### src/rtl/dbscan_pkg.sv
// Shared types and constants for the DBSCAN point clustering block.
`default_nettype none
package dbscan_pkg;

  localparam int LBL_W  = 7;
  localparam int PIDX_W = 6;
  localparam int CID_W  = 6;
  localparam int CTOT_W = 7;
  localparam int EPS_W  = 32;
  localparam int MINN_W = 7;
  localparam int CFG_IDX_W = 1;

  localparam logic [LBL_W-1:0] LBL_UNCL  = 7'h7F;
  localparam logic [LBL_W-1:0] LBL_NOISE = 7'h7E;

  localparam logic [CFG_IDX_W-1:0] CFG_EPS  = 1'b0;
  localparam logic [CFG_IDX_W-1:0] CFG_MINN = 1'b1;

  // sweep modes
  localparam logic [1:0] SW_CNT  = 2'd0;  // count neighbors
  localparam logic [1:0] SW_SEED = 2'd1;  // enqueue all neighbors
  localparam logic [1:0] SW_GROW = 2'd2;  // enqueue unqueued unclassified neighbors

  typedef struct packed {
    logic       load;
    logic       run_init;
    logic       rd_ord;
    logic       rd_head;
    logic       ctr_seed;
    logic       lat_ctr;
    logic       sw_go;
    logic [1:0] sw_mode;
    logic       wr_noise;
    logic       wr_id;
    logic       open_q;
    logic       next_ord;
    logic       next_clus;
    logic       out_init;
    logic       emit;
  } ctl_cmd_t;

  typedef struct packed {
    logic sw_done;
    logic is_core;
    logic lbl_uncl;
    logic lbl_noise;
    logic ord_end;
    logic q_empty;
    logic out_last;
  } dp_sts_t;

endpackage
`default_nettype wire

### src/rtl/dbscan_ctrl.sv
// Sequencer for loading, cluster growth and result readout.
`default_nettype none
module dbscan_ctrl (
  input  wire                   clk_i,
  input  wire                   rst_ni,
  input  wire                   start_i,
  input  wire                   last_point_i,
  input  dbscan_pkg::dp_sts_t   sts_i,
  output dbscan_pkg::ctl_cmd_t  cmd_o,
  output logic                  busy_o
);

  localparam logic [3:0] S_LOAD  = 4'd0;
  localparam logic [3:0] S_OTEST = 4'd1;
  localparam logic [3:0] S_ORD   = 4'd2;
  localparam logic [3:0] S_OCHK  = 4'd3;
  localparam logic [3:0] S_OSWP  = 4'd4;
  localparam logic [3:0] S_OSEED = 4'd5;
  localparam logic [3:0] S_QTEST = 4'd6;
  localparam logic [3:0] S_QWAIT = 4'd7;
  localparam logic [3:0] S_QCHK  = 4'd8;
  localparam logic [3:0] S_QSWP  = 4'd9;
  localparam logic [3:0] S_QGRW  = 4'd10;
  localparam logic [3:0] S_RRD   = 4'd11;
  localparam logic [3:0] S_REM   = 4'd12;

  logic [3:0] state_q, state_d;

  always_ff @(posedge clk_i or negedge rst_ni) begin
    if (!rst_ni) begin
      state_q <= S_LOAD;
    end else begin
      state_q <= state_d;
    end
  end

  assign busy_o = (state_q != S_LOAD);

  always_comb begin
    state_d = state_q;
    cmd_o   = '0;
    case (state_q)
      S_LOAD: begin
        if (start_i) begin
          cmd_o.load = 1'b1;
          if (last_point_i) begin
            cmd_o.run_init = 1'b1;
            state_d = S_OTEST;
          end
        end
      end
      S_OTEST: begin
        if (sts_i.ord_end) begin
          cmd_o.out_init = 1'b1;
          state_d = S_RRD;
        end else begin
          state_d = S_ORD;
        end
      end
      S_ORD: begin
        cmd_o.rd_ord = 1'b1;
        state_d = S_OCHK;
      end
      S_OCHK: begin
        if (!sts_i.lbl_uncl) begin
          cmd_o.next_ord = 1'b1;
          state_d = S_OTEST;
        end else begin
          cmd_o.lat_ctr = 1'b1;
          cmd_o.sw_go   = 1'b1;
          cmd_o.sw_mode = dbscan_pkg::SW_CNT;
          state_d = S_OSWP;
        end
      end
      S_OSWP: begin
        if (sts_i.sw_done) begin
          if (sts_i.is_core) begin
            cmd_o.open_q  = 1'b1;
            cmd_o.sw_go   = 1'b1;
            cmd_o.sw_mode = dbscan_pkg::SW_SEED;
            state_d = S_OSEED;
          end else begin
            cmd_o.wr_noise = 1'b1;
            cmd_o.next_ord = 1'b1;
            state_d = S_OTEST;
          end
        end
      end
      S_OSEED: begin
        if (sts_i.sw_done) begin
          state_d = S_QTEST;
        end
      end
      S_QTEST: begin
        if (sts_i.q_empty) begin
          cmd_o.next_clus = 1'b1;
          state_d = S_OTEST;
        end else begin
          cmd_o.rd_head = 1'b1;
          state_d = S_QWAIT;
        end
      end
      S_QWAIT: begin
        cmd_o.ctr_seed = 1'b1;
        state_d = S_QCHK;
      end
      S_QCHK: begin
        if (sts_i.lbl_noise) begin
          cmd_o.wr_id = 1'b1;
          state_d = S_QTEST;
        end else if (!sts_i.lbl_uncl) begin
          state_d = S_QTEST;
        end else begin
          cmd_o.wr_id   = 1'b1;
          cmd_o.lat_ctr = 1'b1;
          cmd_o.sw_go   = 1'b1;
          cmd_o.sw_mode = dbscan_pkg::SW_CNT;
          state_d = S_QSWP;
        end
      end
      S_QSWP: begin
        if (sts_i.sw_done) begin
          if (sts_i.is_core) begin
            cmd_o.sw_go   = 1'b1;
            cmd_o.sw_mode = dbscan_pkg::SW_GROW;
            state_d = S_QGRW;
          end else begin
            state_d = S_QTEST;
          end
        end
      end
      S_QGRW: begin
        if (sts_i.sw_done) begin
          state_d = S_QTEST;
        end
      end
      S_RRD: begin
        cmd_o.rd_ord = 1'b1;
        state_d = S_REM;
      end
      S_REM: begin
        cmd_o.emit     = 1'b1;
        state_d = sts_i.out_last ? S_LOAD : S_RRD;
      end
      default: begin
        state_d = S_LOAD;
      end
    endcase
  end

endmodule
`default_nettype wire

### src/rtl/dbscan_dp.sv
// Point, label and seed stores, neighbor sweep pipeline and result register.
`default_nettype none
module dbscan_dp #(
  parameter int MAX_POINTS = 64,
  parameter int COORD_BITS = 16
) (
  input  wire                                   clk_i,
  input  wire                                   rst_ni,
  input  dbscan_pkg::ctl_cmd_t                  cmd_i,
  output dbscan_pkg::dp_sts_t                   sts_o,
  input  wire signed [COORD_BITS-1:0]           x_coord_i,
  input  wire signed [COORD_BITS-1:0]           y_coord_i,
  input  wire                                   cfg_we_i,
  input  wire [dbscan_pkg::CFG_IDX_W-1:0]       cfg_idx_i,
  input  wire [dbscan_pkg::EPS_W-1:0]           cfg_wdata_i,
  output logic                                  result_valid_o,
  output logic [dbscan_pkg::PIDX_W-1:0]         point_index_o,
  output logic [dbscan_pkg::CID_W-1:0]          clus_num_o,
  output logic                                  is_noise_o,
  output logic [dbscan_pkg::CTOT_W-1:0]         cluster_total_o,
  output logic                                  overflow_o,
  output logic                                  last_result_o
);

  localparam int IW = (MAX_POINTS > 1) ? $clog2(MAX_POINTS) : 1;
  localparam int CW = $clog2(MAX_POINTS + 1);
  localparam int PW = 2 * COORD_BITS;
  localparam int DW = COORD_BITS + 1;
  localparam int QW = 2 * COORD_BITS;
  localparam int SW = (QW + 1 > dbscan_pkg::EPS_W + 1) ? QW + 1 : dbscan_pkg::EPS_W + 1;
  localparam int LW = dbscan_pkg::LBL_W;

  logic [dbscan_pkg::EPS_W-1:0]  eps_q;
  logic [dbscan_pkg::MINN_W-1:0] minn_q;
  logic [CW-1:0]          cnt_q, ord_q, head_q, tail_q, sw_addr_q, ncnt_q;
  logic                   ovf_q;
  logic [dbscan_pkg::CTOT_W-1:0] clus_q;
  logic [IW-1:0]          ctr_q, i1_q, i2_q, q_rd_q;
  logic [MAX_POINTS-1:0]  lbl_v_q, qd_q;
  logic signed [COORD_BITS-1:0] cx_q, cy_q;
  logic                   sw_act_q, v1_q, v2_q, lbl_vrd_q;
  logic [1:0]             sw_mode_q;
  logic [LW-1:0]          l2_q, lbl_rd_q;
  logic [QW-1:0]          sx_q, sy_q;
  logic [PW-1:0]          pt_rd_q;

  logic [PW-1:0] pt_mem  [MAX_POINTS];
  logic [LW-1:0] lbl_mem [MAX_POINTS];
  logic [IW-1:0] q_mem   [MAX_POINTS];

  logic                  issue, rd_en, hit, enq, cnt_hit, lbl_we, full;
  logic [IW-1:0]         rd_addr;
  logic [LW-1:0]         lbl_eff, lbl_wdata;
  logic signed [COORD_BITS-1:0] px, py;
  logic signed [DW-1:0]  dx, dy;
  logic [COORD_BITS-1:0] adx, ady;
  logic [SW-1:0]         dsum;

  // address selection for the shared read ports
  assign issue = sw_act_q && (sw_addr_q != cnt_q);
  assign rd_en = cmd_i.rd_ord || cmd_i.ctr_seed || issue;
  always_comb begin
    if (cmd_i.rd_ord) begin
      rd_addr = ord_q[IW-1:0];
    end else if (cmd_i.ctr_seed) begin
      rd_addr = q_rd_q;
    end else begin
      rd_addr = sw_addr_q[IW-1:0];
    end
  end

  assign lbl_eff = lbl_vrd_q ? lbl_rd_q : dbscan_pkg::LBL_UNCL;
  assign lbl_we  = cmd_i.wr_noise || cmd_i.wr_id || cmd_i.open_q;
  assign lbl_wdata = cmd_i.wr_noise ? dbscan_pkg::LBL_NOISE : LW'(clus_q[dbscan_pkg::CID_W-1:0]);
  assign full = (cnt_q == CW'(MAX_POINTS));

  // distance stage
  assign px  = pt_rd_q[PW-1:COORD_BITS];
  assign py  = pt_rd_q[COORD_BITS-1:0];
  assign dx  = DW'(cx_q) - DW'(px);
  assign dy  = DW'(cy_q) - DW'(py);
  assign adx = COORD_BITS'(dx[DW-1] ? -dx : dx);
  assign ady = COORD_BITS'(dy[DW-1] ? -dy : dy);

  assign dsum    = SW'(sx_q) + SW'(sy_q);
  assign hit     = v2_q && (dsum <= SW'(eps_q)) && (i2_q != ctr_q);
  assign cnt_hit = hit && (sw_mode_q == dbscan_pkg::SW_CNT);
  assign enq     = hit && ((sw_mode_q == dbscan_pkg::SW_SEED) ||
                   ((sw_mode_q == dbscan_pkg::SW_GROW) && !qd_q[i2_q] &&
                    (l2_q == dbscan_pkg::LBL_UNCL)));

  always_ff @(posedge clk_i) begin
    if (cmd_i.load && !full) begin
      pt_mem[cnt_q[IW-1:0]] <= {x_coord_i, y_coord_i};
    end
    if (lbl_we) begin
      lbl_mem[ctr_q] <= lbl_wdata;
    end
    if (enq) begin
      q_mem[tail_q[IW-1:0]] <= i2_q;
    end
    if (rd_en) begin
      pt_rd_q   <= pt_mem[rd_addr];
      lbl_rd_q  <= lbl_mem[rd_addr];
      lbl_vrd_q <= lbl_v_q[rd_addr];
    end
    if (cmd_i.rd_head) begin
      q_rd_q <= q_mem[head_q[IW-1:0]];
    end
    if (cmd_i.lat_ctr) begin
      cx_q <= px;
      cy_q <= py;
    end
    i1_q <= sw_addr_q[IW-1:0];
    i2_q <= i1_q;
    l2_q <= lbl_eff;
    sx_q <= QW'(adx * adx);
    sy_q <= QW'(ady * ady);
  end

  always_ff @(posedge clk_i or negedge rst_ni) begin
    if (!rst_ni) begin
      eps_q     <= 32'd5898;
      minn_q    <= 7'd5;
      cnt_q     <= '0;
      ovf_q     <= 1'b0;
      clus_q    <= '0;
      ord_q     <= '0;
      ctr_q     <= '0;
      head_q    <= '0;
      tail_q    <= '0;
      lbl_v_q   <= '0;
      qd_q      <= '0;
      sw_act_q  <= 1'b0;
      sw_mode_q <= dbscan_pkg::SW_CNT;
      sw_addr_q <= '0;
      ncnt_q    <= '0;
      v1_q      <= 1'b0;
      v2_q      <= 1'b0;
      result_valid_o  <= 1'b0;
      point_index_o   <= '0;
      clus_num_o      <= '0;
      is_noise_o      <= 1'b0;
      cluster_total_o <= '0;
      overflow_o      <= 1'b0;
      last_result_o   <= 1'b0;
    end else begin
      if (cfg_we_i) begin
        case (cfg_idx_i)
          dbscan_pkg::CFG_EPS:  eps_q  <= cfg_wdata_i;
          dbscan_pkg::CFG_MINN: minn_q <= cfg_wdata_i[dbscan_pkg::MINN_W-1:0];
          default: ;
        endcase
      end
      if (cmd_i.load) begin
        if (full) begin
          ovf_q <= 1'b1;
        end else begin
          cnt_q <= cnt_q + 1'b1;
        end
      end
      if (cmd_i.emit && sts_o.out_last) begin
        cnt_q <= '0;
        ovf_q <= 1'b0;
      end
      if (cmd_i.run_init || cmd_i.out_init) begin
        ord_q <= '0;
      end else if (cmd_i.next_ord || cmd_i.next_clus || cmd_i.emit) begin
        ord_q <= ord_q + 1'b1;
      end
      if (cmd_i.run_init) begin
        clus_q <= '0;
      end else if (cmd_i.next_clus) begin
        clus_q <= clus_q + 1'b1;
      end
      if (cmd_i.rd_ord) begin
        ctr_q <= ord_q[IW-1:0];
      end else if (cmd_i.ctr_seed) begin
        ctr_q <= q_rd_q;
      end
      if (cmd_i.run_init) begin
        lbl_v_q <= '0;
      end else if (lbl_we) begin
        lbl_v_q[ctr_q] <= 1'b1;
      end
      if (cmd_i.open_q) begin
        qd_q   <= '0;
        head_q <= '0;
        tail_q <= '0;
      end else begin
        if (cmd_i.rd_head) begin
          head_q <= head_q + 1'b1;
        end
        if (enq) begin
          tail_q     <= tail_q + 1'b1;
          qd_q[i2_q] <= 1'b1;
        end
      end
      if (cmd_i.sw_go) begin
        sw_act_q  <= 1'b1;
        sw_mode_q <= cmd_i.sw_mode;
        sw_addr_q <= '0;
        ncnt_q    <= '0;
      end else begin
        if (issue) begin
          sw_addr_q <= sw_addr_q + 1'b1;
        end else begin
          sw_act_q <= 1'b0;
        end
        if (cnt_hit) begin
          ncnt_q <= ncnt_q + 1'b1;
        end
      end
      v1_q <= issue && !cmd_i.sw_go;
      v2_q <= v1_q;
      result_valid_o <= cmd_i.emit;
      if (cmd_i.emit) begin
        point_index_o   <= dbscan_pkg::PIDX_W'(ord_q[IW-1:0]);
        is_noise_o      <= (lbl_eff >= dbscan_pkg::LBL_NOISE);
        clus_num_o      <= (lbl_eff >= dbscan_pkg::LBL_NOISE) ? '0 :
                           lbl_eff[dbscan_pkg::CID_W-1:0];
        cluster_total_o <= clus_q;
        overflow_o      <= ovf_q;
        last_result_o   <= sts_o.out_last;
      end
    end
  end

  assign sts_o.sw_done   = !(sw_act_q || v1_q || v2_q);
  assign sts_o.is_core   = (8'(ncnt_q) >= 8'(minn_q));
  assign sts_o.lbl_uncl  = (lbl_eff == dbscan_pkg::LBL_UNCL);
  assign sts_o.lbl_noise = (lbl_eff == dbscan_pkg::LBL_NOISE);
  assign sts_o.ord_end   = (ord_q == cnt_q);
  assign sts_o.q_empty   = (head_q == tail_q);
  assign sts_o.out_last  = ((ord_q + 1'b1) == cnt_q);

  a_head_le_tail: assert property (@(posedge clk_i) disable iff (!rst_ni)
    head_q <= tail_q) else $error("seed queue read past its tail");
  a_tail_le_cnt: assert property (@(posedge clk_i) disable iff (!rst_ni)
    !sts_o.q_empty |-> tail_q <= cnt_q) else $error("seed queue holds more entries than points");
  a_ncnt_le_cnt: assert property (@(posedge clk_i) disable iff (!rst_ni)
    sw_act_q |-> ncnt_q <= cnt_q) else $error("neighbor count exceeds point count");
  a_no_read_clash: assert property (@(posedge clk_i) disable iff (!rst_ni)
    issue |-> !(cmd_i.rd_ord || cmd_i.ctr_seed)) else $error("read port clash with sweep");

endmodule
`default_nettype wire

### src/rtl/dbscan_point_clustering.sv
// Top level of the DBSCAN 2D point clustering block.
//
//  channel   | handshake              | beat content
//  ----------+------------------------+------------------------------------------
//  point in  | start_i & !busy_o      | x_coord_i, y_coord_i, last_point_i
//  result    | result_valid_o strobe  | point_index_o, clus_num_o, is_noise_o,
//            |                        | cluster_total_o, overflow_o, last_result_o
//  config    | cfg_we_i               | cfg_idx_i, cfg_wdata_i
//
// Loading takes one point a cycle. The beat with last_point_i starts clustering:
// each neighbor sweep reads the point store once per stored point through the
// registered distance pipeline, and every point gets one count sweep and at most
// one enqueue sweep; the results then follow, one per stored point in load order.
// busy_o stays high from that beat until the last result strobe.
// Reset clears counters, labels valid bits and control; config returns to defaults.
// Results come out as one-cycle strobes; the receiver cannot stall them.
`default_nettype none
module dbscan_point_clustering #(
  parameter int MAX_POINTS = 64,
  parameter int COORD_BITS = 16
) (
  input  wire                              clk_i,
  input  wire                              rst_ni,
  input  wire                              start_i,
  output logic                             busy_o,
  input  wire signed [COORD_BITS-1:0]      x_coord_i,
  input  wire signed [COORD_BITS-1:0]      y_coord_i,
  input  wire                              last_point_i,
  input  wire                              cfg_we_i,
  input  wire [dbscan_pkg::CFG_IDX_W-1:0]  cfg_idx_i,
  input  wire [dbscan_pkg::EPS_W-1:0]      cfg_wdata_i,
  output logic                             result_valid_o,
  output logic [dbscan_pkg::PIDX_W-1:0]    point_index_o,
  output logic [dbscan_pkg::CID_W-1:0]     clus_num_o,
  output logic                             is_noise_o,
  output logic [dbscan_pkg::CTOT_W-1:0]    cluster_total_o,
  output logic                             overflow_o,
  output logic                             last_result_o
);

  dbscan_pkg::ctl_cmd_t cmd;
  dbscan_pkg::dp_sts_t  sts;

  dbscan_ctrl u_ctrl (
    .clk_i        (clk_i),
    .rst_ni       (rst_ni),
    .start_i      (start_i),
    .last_point_i (last_point_i),
    .sts_i        (sts),
    .cmd_o        (cmd),
    .busy_o       (busy_o)
  );

  dbscan_dp #(
    .MAX_POINTS (MAX_POINTS),
    .COORD_BITS (COORD_BITS)
  ) u_dp (
    .clk_i           (clk_i),
    .rst_ni          (rst_ni),
    .cmd_i           (cmd),
    .sts_o           (sts),
    .x_coord_i       (x_coord_i),
    .y_coord_i       (y_coord_i),
    .cfg_we_i        (cfg_we_i),
    .cfg_idx_i       (cfg_idx_i),
    .cfg_wdata_i     (cfg_wdata_i),
    .result_valid_o  (result_valid_o),
    .point_index_o   (point_index_o),
    .clus_num_o      (clus_num_o),
    .is_noise_o      (is_noise_o),
    .cluster_total_o (cluster_total_o),
    .overflow_o      (overflow_o),
    .last_result_o   (last_result_o)
  );

endmodule
`default_nettype wire

### config.mk
export PLATFORM = sky130hd
export DESIGN_NAME = dbscan_point_clustering
export DESIGN_NICKNAME = d
export VERILOG_FILES = /design/src/rtl/dbscan_pkg.sv /design/src/rtl/dbscan_ctrl.sv /design/src/rtl/dbscan_dp.sv /design/src/rtl/dbscan_point_clustering.sv
export SDC_FILE = /design/constraint.sdc
export NUM_CORES = 2
export LEC_CHECK = 0
export BUFFER_PORTS_ARGS = -buffer_cell sky130_fd_sc_hd__buf_2
export CAP_MARGIN = 20
export CORE_ASPECT_RATIO = 1.4
export CORE_UTILIZATION = 53
export CTS_BUF_LIST = sky130_fd_sc_hd__clkbuf_4 sky130_fd_sc_hd__clkbuf_8 sky130_fd_sc_hd__clkbuf_16
export DETAILED_ROUTE_END_ITERATION = 16
export PLACE_DENSITY_LB_ADDON = 0.08
export REMOVE_ABC_BUFFERS = 1
export SYNTH_ARGS = -nofsm -noshare
export SYNTH_HDL_FRONTEND = slang
export SYNTH_SLANG_ARGS = --single-unit
### constraint.sdc
create_clock -name clk_i -period 14.1 [get_ports clk_i]
set_input_delay 1.41 -clock clk_i [delete_from_list [all_inputs] [get_ports clk_i]]
set_output_delay 1.41 -clock clk_i [all_outputs]
set_load 0.01 [all_outputs]
==> metrics <==
outcome finished, final reports clean; largest net degree at the start of global routing 158; CTS Hold Bufs 0; post-route ant nets 0; Tot GR Track Use 0.2557; setup tns final 0 ns; met1 Resource Use GR 0.3238; Max-cap violations 0; initial antenna violation count 15; Reg clk slew, reported paths 0.06 ns; Initial Util 0.5334; H-tree depth 5; GRT overflow 0; number of flops mapped to enable cells by yosys around 3000; crit-path max cell delay 0.83 ns; Slew Limit Fails 0; Max-slew headroom 0.2638; Synth warnings 0; startpoint types flip-flop; Rows roughly 230; Post-route DRC 0; WP buf/inv 6; post-route cell area 162100 sq um; nets around 9400; first-pass GRT wire length 522.6 mm; post-synth top area share 0.6088; CTS tree yes; Max Fclk 98.16 MHz; GRT busiest layer met2; Area growth syn-to-layout 11.09%; First-pass DRT Iterations 6; Max Fanout on Critical Path 18; Post-synth ARST share 0.07741; number of global-route vias before repair roughly 80000; final hold violations 0; ys flop type edfxtp_1; Critical Path Most Common Cell fa_1; average wire per standard cell 27.95 microns; Vias 75893; RePlAce Congestion 0.8841; Period Utilization, post-route 0.7225; total core area 273500 sq um; Yosys top cell by area edfxtp_1; CTS sink count about 3300; sequential share of the synthesized area 0.6637; Avg Cell Area, Syn 17.16 sq um; WP data required 14.81 ns; clock root buffer clkbuf_16; nature of the critical path endpoint flip-flop; Fill cells 20456; postcts setup bufs 0; met2 GRT Util 0.4508; Detail Placement HPWL between 200 and 250 mm; PortBufs 93; Final Critical Period around 10 ns; Final setup viols 0; CP Data Arrival Time roughly 11 ns; Hold WC Path Type reg2reg; Slew @ Worst Pin 1.104 ns; synth unique cells 100; CTS buffer count around 320; Skew-Pair Late Insertion Delay 0.87 ns; DR vias/cell 6.010; Mapped Cells between 8000 and 9000; I/O pin total 94; Post-CTS Resized 0; crit path max-delay cell type xor2_1; kind of critical path reg2reg; clock skew 0.06382 ns; synthesized flop and latch total 3294; Cell Area, Synth 145900 sq um; met3 Use GR 0.03276; initial DRC count around 6600; CTS max path bufs 4; share of layout cells above drive strength 1 0.1964; RSZ-0062 raised after global routing no; die area 277400 sq um; top cells by area in the synthesized netlist edfxtp_1 (61%), mux4_2 (12%), fa_1 (4.5%); Placement Cell Area around 150000 sq um; delay-heaviest family, CP adder cells; DRT Wirelength 353.0 mm; die width ~450 microns; Die Height 622.8 microns
-- flip-flops by register name, indices dropped and copies added, names as in the netlist, 16 cells and up --
| register | cells |
|---|---|
| u_dp.cx_q | 16 |
| u_dp.eps_q | 32 |
| u_dp.lbl_v_q | 64 |
| u_dp.sx_q | 31 |
| u_dp.pt_mem | 2048 |
| u_dp.lbl_mem | 448 |
| u_dp.pt_rd_q | 32 |
| u_dp.sy_q | 31 |
| u_dp.qd_q | 64 |
| u_dp.cy_q | 16 |
| u_dp.q_mem | 384 |
-- logic make-up after synthesis --
| family | count (synthesis) | synth area share |
|---|---|---|
| buffers and inverters | 997 | 0.02869 |
| AOI/OAI and AO/OA | 967 | 0.04372 |
| adders and majority gates | 632 | 0.07097 |
| and+or+nand+nor | 1417 | 0.04518 |
| DFF | 3294 | 0.6637 |
| muxes | 984 | 0.1343 |
| xor gates and xnor gates | 213 | 0.01345 |
-- per-layer routing --
layer,part of all wire,routed length [microns]
met2,0.53,185400
met3,0.050,17670
met4,0.039,13850
met1,0.39,136000
met5,0.00012,41
-- metrics by stage --
stage / util / hold WS (ns) / std cells / worst slack (ns)
global placement: 0.5519 / 0.3104 / 12022 / 4.046
finish: 0.5926 / 0.3251 / 12627 / 3.913
floorplan: - / 0.3096 / 8110 / -47.88
CTS: 0.5908 / 0.3257 / 12599 / 3.948
global route: 0.5926 / 0.3319 / 12624 / 3.064
detailed placement: 0.5519 / 0.3120 / 12023 / 3.937
-- cell usage in the layout (no fill, tap or decap), types with 287 or more instances in the layout --
master,netlist,final
a211oi_1,289,287
a21oi_1,295,289
clkbuf_16,0,334
edfxtp_1,2958,2958
fa_1,326,326
ha_1,306,306
inv_1,592,592
mux4_2,775,775
nand2_1,319,319
nor2_1,604,543
-- area by class of cell --
class,count,area [sq um],area share
Antenna cell,5,12.51,0.00007720
Inverter,603,2263,0.01396
Tap cell,3664,4584,0.02828
Clock inverter,175,1718,0.01060
Sequential cell,3294,96860,0.5976
Clock buffer,401,8924,0.05506
Timing Repair Buffer,272,2247,0.01386
Multi-Input combinational cell,4213,45470,0.2805
-- synthesized netlist by cell type, drive strengths merged (29+ instances only) --
cell	n
buf	198
xor2	77
fa	326
dfrtp	247
nor3	43
o21ai	124
inv	600
nand2	319
a211oi	294
o21a	33
mux4	775
mux2i	179
nor2b	198
nand2b	37
dfxtp	81
a21o	61
mux2	30
clkbuf	196
nor2	610
nand3	56
xnor2	135
nand4	29
a21oi	300
ha	306
edfxtp	2958
-- final timing paths --
path,startpoint,end,slack (ns),cells past startpoint
worst min register to register,u_dp.i1_q[1],u_dp.i2_q[1],0.33,0
max in group asynchronous,rst_ni,u_dp.lbl_v_q[33],11.94,2
min in group asynchronous,rst_ni,u_dp.eps_q[11],0.57,1
worst min-delay path,u_dp.i1_q[1],u_dp.i2_q[1],0.33,0
worst max-delay path,u_dp.cx_q[0],u_dp.sx_q[31],3.91,35
worst max register to register,u_dp.cx_q[0],u_dp.sx_q[31],3.91,35
Power is not shown: default switching activity piles up to over one toggle a cycle in this logic, so the estimate is an artifact.
